`src/sv/rtbd_pkg.sv`:
```
// ----------------------------------------------------------------------------
// rtbd_pkg
// Shared types and constants of the RMS burst detector.
// ----------------------------------------------------------------------------
`default_nettype none
package rtbd_pkg;

  localparam int unsigned CfgIdxWidth = 3;
  localparam int unsigned SampleWidth = 16;

  typedef enum logic [CfgIdxWidth-1:0] {
    CFG_CALIB_LENGTH = 3'd0,
    CFG_TRIGGER_COUNT = 3'd1,
    CFG_PULSE_LENGTH = 3'd2,
    CFG_REFRACTORY = 3'd3,
    CFG_THRESHOLD_K = 3'd4
  } cfg_idx_t;

  typedef enum logic [3:0] {
    ST_IDLE,
    ST_SQUARE,
    ST_ROOT,
    ST_MEAN_DIV,
    ST_MEAN_UPD,
    ST_DEV_MUL,
    ST_SD_DIV,
    ST_SD_ROOT,
    ST_THRESH,
    ST_DECIDE,
    ST_OUT
  } state_t;

endpackage
`default_nettype wire

```
`src/sv/rms_threshold_burst_detector.sv`:
```
// ----------------------------------------------------------------------------
// rms_threshold_burst_detector
// RMS of four samples, learned mean/deviation threshold, burst detection.
// ----------------------------------------------------------------------------
//  channel | handshake          | payload
//  in      | in_valid/in_stall  | sample_a..d, buffer_start
//  out     | out_valid/out_stall| pulse_start, pulse_end, pulse_level,
//          |                    | calibrating, rms_value
//  cfg     | cfg_valid/cfg_ready| cfg_index, cfg_data
// While calibrating, a request runs two divides and two square roots on the
// shared divide/root unit, one bit per cycle; after calibration it runs one
// divide and two roots, and while no statistics exist only the RMS root.
// in_stall is high while an item is in work or its result waits; out_stall
// holds a waiting result in ST_OUT.
// Reset (rst, synchronous) restores register defaults and clears statistics.
`default_nettype none
module rms_threshold_burst_detector (
  input  wire logic                    clk,
  input  wire logic                    rst,
  input  wire logic                    in_valid,
  output logic                         in_stall,
  input  wire logic [rtbd_pkg::SampleWidth-1:0] sample_a,
  input  wire logic [rtbd_pkg::SampleWidth-1:0] sample_b,
  input  wire logic [rtbd_pkg::SampleWidth-1:0] sample_c,
  input  wire logic [rtbd_pkg::SampleWidth-1:0] sample_d,
  input  wire logic                    buffer_start,
  output logic                         out_valid,
  input  wire logic                    out_stall,
  output logic                         pulse_start,
  output logic                         pulse_end,
  output logic                         pulse_level,
  output logic                         calibrating,
  output logic [15:0]                  rms_value,
  input  wire logic                    cfg_valid,
  output logic                         cfg_ready,
  input  wire logic [rtbd_pkg::CfgIdxWidth-1:0] cfg_index,
  input  wire logic [15:0]             cfg_data
);
  import rtbd_pkg::*;

  localparam int SqW = 2 * SampleWidth;

  state_t state, state_next;
  logic [15:0] calib_length, trigger_count, pulse_length, refractory_items;
  logic [7:0]  threshold_k;
  logic [15:0] stat_count, above_count, since_detect, pulse_elapsed;
  logic [23:0] running_mean;
  logic [63:0] sq_dev_sum;
  logic        refractory_active, pulse_active;

  logic signed [SampleWidth-1:0] smp [4];
  logic        start_q;
  logic [1:0]  sidx;
  logic [63:0] acc;
  logic [15:0] rms;
  logic        calib;
  logic signed [25:0] delta;
  logic [35:0] thr_add;
  logic [63:0] sd;
  logic [36:0] thr;

  logic        u_start, u_sqrt, u_done;
  logic [63:0] u_num, u_den, u_res;

  rtbd_divsqrt u_unit (
    .clk(clk), .rst(rst), .start(u_start), .mode_sqrt(u_sqrt),
    .num(u_num), .den(u_den), .done(u_done), .result(u_res)
  );

  logic signed [SampleWidth-1:0] cur;
  logic [SampleWidth-1:0] mag;
  logic [SqW-1:0] sqv;
  logic [23:0] xq;
  logic signed [25:0] d2;
  logic signed [51:0] prod;
  logic [64:0] sum_sat;
  logic [63:0] sq_dev_sum_next;
  logic signed [25:0] stepv;
  logic [24:0] u_res_mean;

  assign cur = smp[sidx];
  assign mag = cur[SampleWidth-1] ? SampleWidth'(-cur) : cur;
  assign sqv = SqW'(mag) * SqW'(mag);
  assign xq = {rms, 8'd0};
  assign d2 = $signed({2'b00, xq}) - $signed({2'b00, running_mean});
  assign sum_sat = {1'b0, sq_dev_sum} + 65'(unsigned'(prod));
  assign sq_dev_sum_next = (calib && !prod[51] && prod != '0) ?
                           (sum_sat[64] ? '1 : sum_sat[63:0]) : sq_dev_sum;
  assign u_res_mean = u_res[24:0];
  assign stepv = delta[25] ? -$signed({1'b0, u_res_mean}) : $signed({1'b0, u_res_mean});
  assign thr = 37'(running_mean) + 37'(thr_add);

  assign in_stall = (state != ST_IDLE);
  assign cfg_ready = (state == ST_IDLE);
  assign out_valid = (state == ST_OUT);

  always_comb begin
    state_next = state;
    u_start = 1'b0;
    u_sqrt = 1'b0;
    u_num = acc;
    u_den = 64'd1;
    unique case (state)
      ST_IDLE: if (in_valid) state_next = ST_SQUARE;
      ST_SQUARE: if (sidx == 2'd3) begin
        state_next = ST_ROOT;
      end
      ST_ROOT: begin
        u_sqrt = 1'b1;
        u_num = {2'b00, acc[63:2]};
        u_start = !u_done && !calib;
        if (u_done) state_next = ST_MEAN_DIV;
      end
      ST_MEAN_DIV: begin
        u_num = 64'(d2[25] ? -d2 : d2);
        u_den = 64'(stat_count);
        if (!calib) state_next = ST_DEV_MUL;
        else begin
          u_start = !u_done && acc[0];
          if (u_done) state_next = ST_MEAN_UPD;
        end
      end
      ST_MEAN_UPD: state_next = ST_DEV_MUL;
      ST_DEV_MUL: state_next = ST_SD_DIV;
      ST_SD_DIV: begin
        u_num = sq_dev_sum_next;
        u_den = {46'd0, stat_count, 2'b00};
        if (stat_count == 16'd0) state_next = ST_THRESH;
        else begin
          u_start = !u_done && acc[0];
          if (u_done) state_next = ST_SD_ROOT;
        end
      end
      ST_SD_ROOT: begin
        u_sqrt = 1'b1;
        u_num = sd;
        u_start = !u_done && acc[0];
        if (u_done) state_next = ST_THRESH;
      end
      ST_THRESH: state_next = ST_DECIDE;
      ST_DECIDE: state_next = ST_OUT;
      ST_OUT: if (!out_stall) state_next = ST_IDLE;
      default: state_next = ST_IDLE;
    endcase
  end

  always_ff @(posedge clk) begin
    if (rst) state <= ST_IDLE;
    else state <= state_next;
  end

  always_ff @(posedge clk) begin
    if (rst) begin
      calib_length <= 16'd15000;
      trigger_count <= 16'd150;
      pulse_length <= 16'd1000;
      refractory_items <= 16'd15000;
      threshold_k <= 8'd32;
      stat_count <= '0;
      running_mean <= '0;
      sq_dev_sum <= '0;
      above_count <= '0;
      refractory_active <= 1'b0;
      since_detect <= '0;
      pulse_active <= 1'b0;
      pulse_elapsed <= '0;
      calib <= 1'b0;
    end else begin
      if (cfg_valid && cfg_ready) begin
        case (cfg_index)
          CFG_CALIB_LENGTH: calib_length <= cfg_data;
          CFG_TRIGGER_COUNT: trigger_count <= cfg_data;
          CFG_PULSE_LENGTH: pulse_length <= cfg_data;
          CFG_REFRACTORY: refractory_items <= cfg_data;
          CFG_THRESHOLD_K: threshold_k <= cfg_data[7:0];
          default: ;
        endcase
      end
      unique case (state)
        ST_IDLE: if (in_valid) begin
          smp[0] <= sample_a;
          smp[1] <= sample_b;
          smp[2] <= sample_c;
          smp[3] <= sample_d;
          start_q <= buffer_start;
          sidx <= 2'd0;
          acc <= '0;
          calib <= 1'b0;
        end
        ST_SQUARE: begin
          acc <= acc + 64'(sqv);
          sidx <= sidx + 2'd1;
        end
        ST_ROOT: if (u_done) begin
          rms <= u_res[15:0];
          calib <= (stat_count < calib_length);
          if (stat_count < calib_length) stat_count <= stat_count + 16'd1;
          acc <= 64'd1;
        end else if (!calib) begin
          calib <= 1'b1;
        end else begin
          calib <= 1'b1;
        end
        ST_MEAN_DIV: begin
          if (acc[0]) begin
            delta <= d2;
            acc[0] <= 1'b0;
          end
        end
        ST_MEAN_UPD: running_mean <= 24'(26'($signed({2'b00, running_mean}) + stepv));
        ST_DEV_MUL: begin
          if (calib) prod <= delta * d2;
          else prod <= '0;
          acc <= 64'd1;
        end
        ST_SD_DIV: begin
          if (acc[0]) begin
            sq_dev_sum <= sq_dev_sum_next;
            acc[0] <= 1'b0;
            sd <= '0;
          end else if (u_done) begin
            sd <= u_res;
            acc[0] <= 1'b1;
          end
        end
        ST_SD_ROOT: begin
          if (acc[0]) acc[0] <= 1'b0;
          else if (u_done) sd <= u_res;
        end
        ST_THRESH: thr_add <= 36'((40'(threshold_k) * 40'(sd[31:0])) >> 4);
        ST_DECIDE: begin
          logic above, refr, fired, ended, ra;
          logic [15:0] ac, sdc;
          above = {13'd0, xq} >= thr;
          refr = 1'b0;
          ra = refractory_active;
          sdc = since_detect;
          if (ra) begin
            if (sdc < refractory_items) begin
              refr = 1'b1;
              sdc = sdc + 16'd1;
            end else ra = 1'b0;
          end
          ac = above_count;
          if (above && !refr) begin
            if (ac != 16'hFFFF) ac = ac + 16'd1;
          end else if (!above && start_q) ac = '0;
          fired = !refr && (ac >= trigger_count);
          ended = 1'b0;
          if (fired) begin
            ac = '0;
            ra = 1'b1;
            sdc = '0;
          end
          above_count <= ac;
          refractory_active <= ra;
          since_detect <= sdc;
          if (fired || pulse_active) begin
            if ((fired ? 16'd0 : pulse_elapsed) >= pulse_length) begin
              ended = 1'b1;
              pulse_active <= 1'b0;
              pulse_elapsed <= fired ? 16'd0 : pulse_elapsed;
            end else begin
              pulse_active <= 1'b1;
              pulse_elapsed <= (fired ? 16'd0 : pulse_elapsed) + 16'd1;
            end
          end
          pulse_start <= fired;
          pulse_end <= ended;
          pulse_level <= (fired || pulse_active) && !ended;
          calibrating <= calib;
          rms_value <= rms;
        end
        default: ;
      endcase
    end
  end

endmodule
`default_nettype wire

```
`src/sv/rtbd_divsqrt.sv`:
```
// ----------------------------------------------------------------------------
// rtbd_divsqrt
// Shared iterative unit: 64-bit unsigned restoring divide or integer square
// root, one result bit per cycle.
// ----------------------------------------------------------------------------
`default_nettype none
module rtbd_divsqrt (
  input  wire logic        clk,
  input  wire logic        rst,
  input  wire logic        start,
  input  wire logic        mode_sqrt,
  input  wire logic [63:0] num,
  input  wire logic [63:0] den,
  output logic             done,
  output logic [63:0]      result
);

  logic [63:0] rem_q;
  logic [65:0] part;
  logic [63:0] quo;
  logic [63:0] dval;
  logic [6:0]  cnt;
  logic        busy;
  logic        sq;
  logic [65:0] trial;
  logic [65:0] shifted;

  always_comb begin
    if (sq) begin
      shifted = {part[63:0], rem_q[63:62]};
      trial = {quo, 2'b01};
    end else begin
      shifted = {part[64:0], rem_q[63]};
      trial = {2'b00, dval};
    end
  end

  always_ff @(posedge clk) begin
    if (rst) begin
      busy <= 1'b0;
      done <= 1'b0;
    end else begin
      done <= 1'b0;
      if (start) begin
        busy <= 1'b1;
        sq <= mode_sqrt;
        rem_q <= num;
        part <= '0;
        quo <= '0;
        dval <= den;
        cnt <= mode_sqrt ? 7'd32 : 7'd64;
      end else if (busy) begin
        if (sq) rem_q <= {rem_q[61:0], 2'b00};
        else rem_q <= {rem_q[62:0], 1'b0};
        if (shifted >= trial) begin
          part <= shifted - trial;
          quo <= {quo[62:0], 1'b1};
        end else begin
          part <= shifted;
          quo <= {quo[62:0], 1'b0};
        end
        cnt <= cnt - 7'd1;
        if (cnt == 7'd1) begin
          busy <= 1'b0;
          done <= 1'b1;
        end
      end
    end
  end

  assign result = quo;

endmodule
`default_nettype wire
```
`config.mk`:
```
export PLATFORM = sky130hd
export DESIGN_NAME = rms_threshold_burst_detector
export DESIGN_NICKNAME = d
export VERILOG_FILES = /design/src/sv/rtbd_pkg.sv /design/src/sv/rms_threshold_burst_detector.sv /design/src/sv/rtbd_divsqrt.sv
export SDC_FILE = /design/constraint.sdc
export NUM_CORES = 2
export LEC_CHECK = 0
export BUFFER_PORTS_ARGS = -buffer_cell sky130_fd_sc_hd__buf_2
export CAP_MARGIN = 20
export CORE_MARGIN = 2
export CORE_UTILIZATION = 47
export CTS_CLUSTER_DIAMETER = 30
export CTS_CLUSTER_SIZE = 24
export DETAILED_ROUTE_END_ITERATION = 6
export PLACE_DENSITY_LB_ADDON = 0.3
export SLEW_MARGIN = 40
export SYNTH_ARGS = -nofsm -noshare
export SYNTH_HDL_FRONTEND = slang
export SYNTH_SLANG_ARGS = --single-unit
```
`constraint.sdc`:
```
create_clock -name clk -period 16.8 [get_ports clk]
set_clock_uncertainty 0.1 [all_clocks]
set_input_delay 0.84 -clock clk [delete_from_list [all_inputs] [get_ports clk]]
set_output_delay 0.84 -clock clk [all_outputs]
set_load 0.01 [all_outputs]
```
==> flow_summary.yaml <==
outcome:
  outcome: "complete, no violations"
sta:
  slew_viol_final: 0
  finalCritPeriodShare_pct: 67.64
  worst_slew_pin_slew_ns: 0.8793
  relSlewSlack_pct: 41.18
  setup_viol: 0
  finalHoldViolations: 0
  max_freq_mhz: 88.01
  fin_crit_ns: 11.36
  tns_ns: 0
  grt_setup_unrepaired: "no"
  worst_slack_ns: 5.437
global_route:
  grt_pass1_wl_um: 388900
  antenna_found_initial: 13
  grt_usage_pct: 26.51
  grt_max_degree: 134
  grt_pass1_vias: 68130
  grt_overflow: 0
setup_path:
  cp_slowest_cell: "and2_1"
  critPathMaxStageDelay_ns: 0.68
  crit_fanout: 24
  worst_setup_path_end_kind: "flip-flop"
  critPathKind: "reg -> reg"
  cpLargestDelayFamily: "compound AO/OA/AOI/OAI gates"
  required_ns: 17.40
  crit_top_cell: "a21o_1"
  start_kind: "flip-flop"
  crit_buf_inv: 0
  cp.arrival_ns: 11.96
cts:
  hold_buffers: 0
  clockBufferDepth: 3
  clock_latency_ns: 0.87
  clkTransAtPathRegs_ns: 0.05
  cts-resized-gates: 0
  cts_buffers: 210
  cts.sink_count: 796
  cts-root-buf: "clkbuf_16"
  post_cts_buffers: 0
  cts_tree: "built"
  cts_max_level: 4
die:
  core_region_area_sq_mm: 0.1811
  rows: 156
  fp.dieH_um: 431.4
  dieArea_sq_mm: 0.1861
  io_pins: 112
  start_util_pct: 47.40
  die_x_um: 431.4
drt:
  vias: 67150
  drt_iter0_drc: 5783
  vias_per_cell: 5.760
  wl_per_cell_um: 21.15
  ant_nets: 0
  dr.pass1.iters: 7
  routed_wl_um: 246500
  drc: 0
logic_synthesis:
  ys_ff_latch: 796
  synthTopCellsByCount: "inv_1 (1164), fa_1 (1037), nand2_1 (1037)"
  yosysMostFrequentCell: "inv_1"
  syn_area_sq_mm: 0.08586
  yosysWarnings: 0
  yosys.area.top_type: "fa_1"
  ys_seq_area_share_pct: 25.10
  synth_top_area_share_pct: 24.18
  synth_edf_count: 561
  synthArstFlopShare_pct: 0
  synth_area_leaders: "fa_1 (24%), edfxtp_1 (20%), ha_1 (8.3%), dfxtp_1 (5.5%), inv_1 (5.1%)"
  syn_avg_cell_area_sq_um: 9.442
  synth_flop_cell: "edfxtp_1"
  yosys.cell_types.count: 110
  synth_cells: 9094
place:
  post_dp_cell_area_sq_mm: 0.08923
  gp_congestion: 0.9477
  dp_slack_ns: 5.747
  io_buffers: 111
  place.detailed.hpwl_um: 186500
finish:
  multi_input_area_sq_mm: 0.05864
  ff_latch_area_sq_mm: 0.02156
  fin_area_sq_mm: 0.09677
  area_growth_pct: 12.70
  num-fill-cells: 16020
  drive_above_1_share_pct: 8.714
  final_util_pct: 53.43
  nets: 10790
worst_hold_path:
  min_path_type: "in -> reg"
flow_run:
  maxCapViolCount: 0
-- metal layers --
metal	GRT usage, %	share of wire [%]	up-vias	wire (um)
li1	-	-	30490	-
met1	36.22	42	33610	103800
met2	42.69	46	2573	114600
met3	3.933	7.6	461	18620
met4	9.962	3.8	8	9380
met5	0	0.028	-	69
-- flip-flops by register name (all words and copies together) (netlist names), 18 cells and up, named ones only --
signal	cells
u_unit.rem_q	64
u_unit.part	65
sq_dev_sum	64
u_unit.result	64
prod	50
thr_add	36
running_mean	24
delta	25
sd	64
u_unit.dval	18
acc	64
smp	64
-- worst paths after layout --
kind | startpoint | slack [ns] | cells after the start | to
worst min register to register | trigger_count[14] | 0.36 | 2 | trigger_count[14]
worst max-delay path | thr_add[0] | 5.44 | 43 | pulse_elapsed[12]
worst min-delay path | sample_c[10] | 0.09 | 1 | smp[2][10]
worst max register to register | thr_add[0] | 5.44 | 43 | pulse_elapsed[12]
-- through the flow --
stage               cells  hold slack, ns
CTS                 11650         0.04595
global placement    11230          0.3434
detailed placement  11250          0.3514
finish              11660         0.09163
floorplan            9104          0.3226
global route        11660         0.06581
-- worst register-to-register path, delay by kind of cell (launching register included) --
kind	cells	cell delay (ns)
flip-flops	1	0.36
XOR/XNOR	1	0.10
AO/OA/AOI/OAI	24	5.37
AND/OR/NAND/NOR	13	3.71
adder cells (fa/ha/maj)	5	1.57
-- cell type report --
| class | instances | share of cell area [%] |
|---|---|---|
| Antenna cell | 3 | 0.007758 |
| Multi-Input combinational cell | 6680 | 60.59 |
| Clock inverter | 160 | 2.052 |
| Tap cell | 2370 | 3.064 |
| Inverter | 1176 | 4.561 |
| Timing Repair Buffer | 233 | 1.756 |
| Clock buffer | 239 | 5.690 |
| Sequential cell | 796 | 22.28 |
-- kinds of logic (layout without fill, tap and decap cells) --
group                    after synthesis  after routing  share of synthesized area (%)
AND/OR/NAND/NOR                     2861           2861                          15.87
buffers and inverters               1628           1808                          7.171
adder cells (fa/ha/maj)             1608           1608                          32.50
AO/OA/AOI/OAI                       1559           1559                          12.13
flip-flops                           796            796                          25.10
XOR/XNOR                             395            395                          4.047
multiplexers                         245            245                          3.175
other                                  2             15                       0.008746
-- placed cells by master, fill, tap and decap left out, types with 28 or more instances in the layout --
| cell | count |
|---|---|
| a211oi_1 | 108 |
| a21o_1 | 211 |
| a21oi_1 | 415 |
| a221oi_1 | 50 |
| a31oi_1 | 55 |
| and2_1 | 456 |
| and3_1 | 76 |
| buf_2 | 110 |
| buf_4 | 86 |
| buf_6 | 28 |
| clkbuf_16 | 212 |
| clkinv_2 | 30 |
| clkinvlp_4 | 34 |
| dfxtp_1 | 232 |
| edfxtp_1 | 561 |
| fa_1 | 1036 |
| ha_1 | 571 |
| inv_1 | 1163 |
| mux2_2 | 68 |
| mux2i_1 | 161 |
| nand2_1 | 1036 |
| nand2b_1 | 89 |
| nand3_1 | 122 |
| nand4_1 | 60 |
| nor2_1 | 615 |
| nor2b_1 | 83 |
| nor3_1 | 122 |
| nor4_1 | 31 |
| o211ai_1 | 63 |
| o21a_1 | 57 |
| o21ai_0 | 219 |
| o21ai_1 | 33 |
| o21bai_1 | 36 |
| o31ai_1 | 42 |
| or3_1 | 43 |
| xnor2_1 | 243 |
| xor2_1 | 128 |
Power is left out: the tool's default activity adds up to more than one toggle a clock period on the data nets, which glitch-free logic cannot reach.
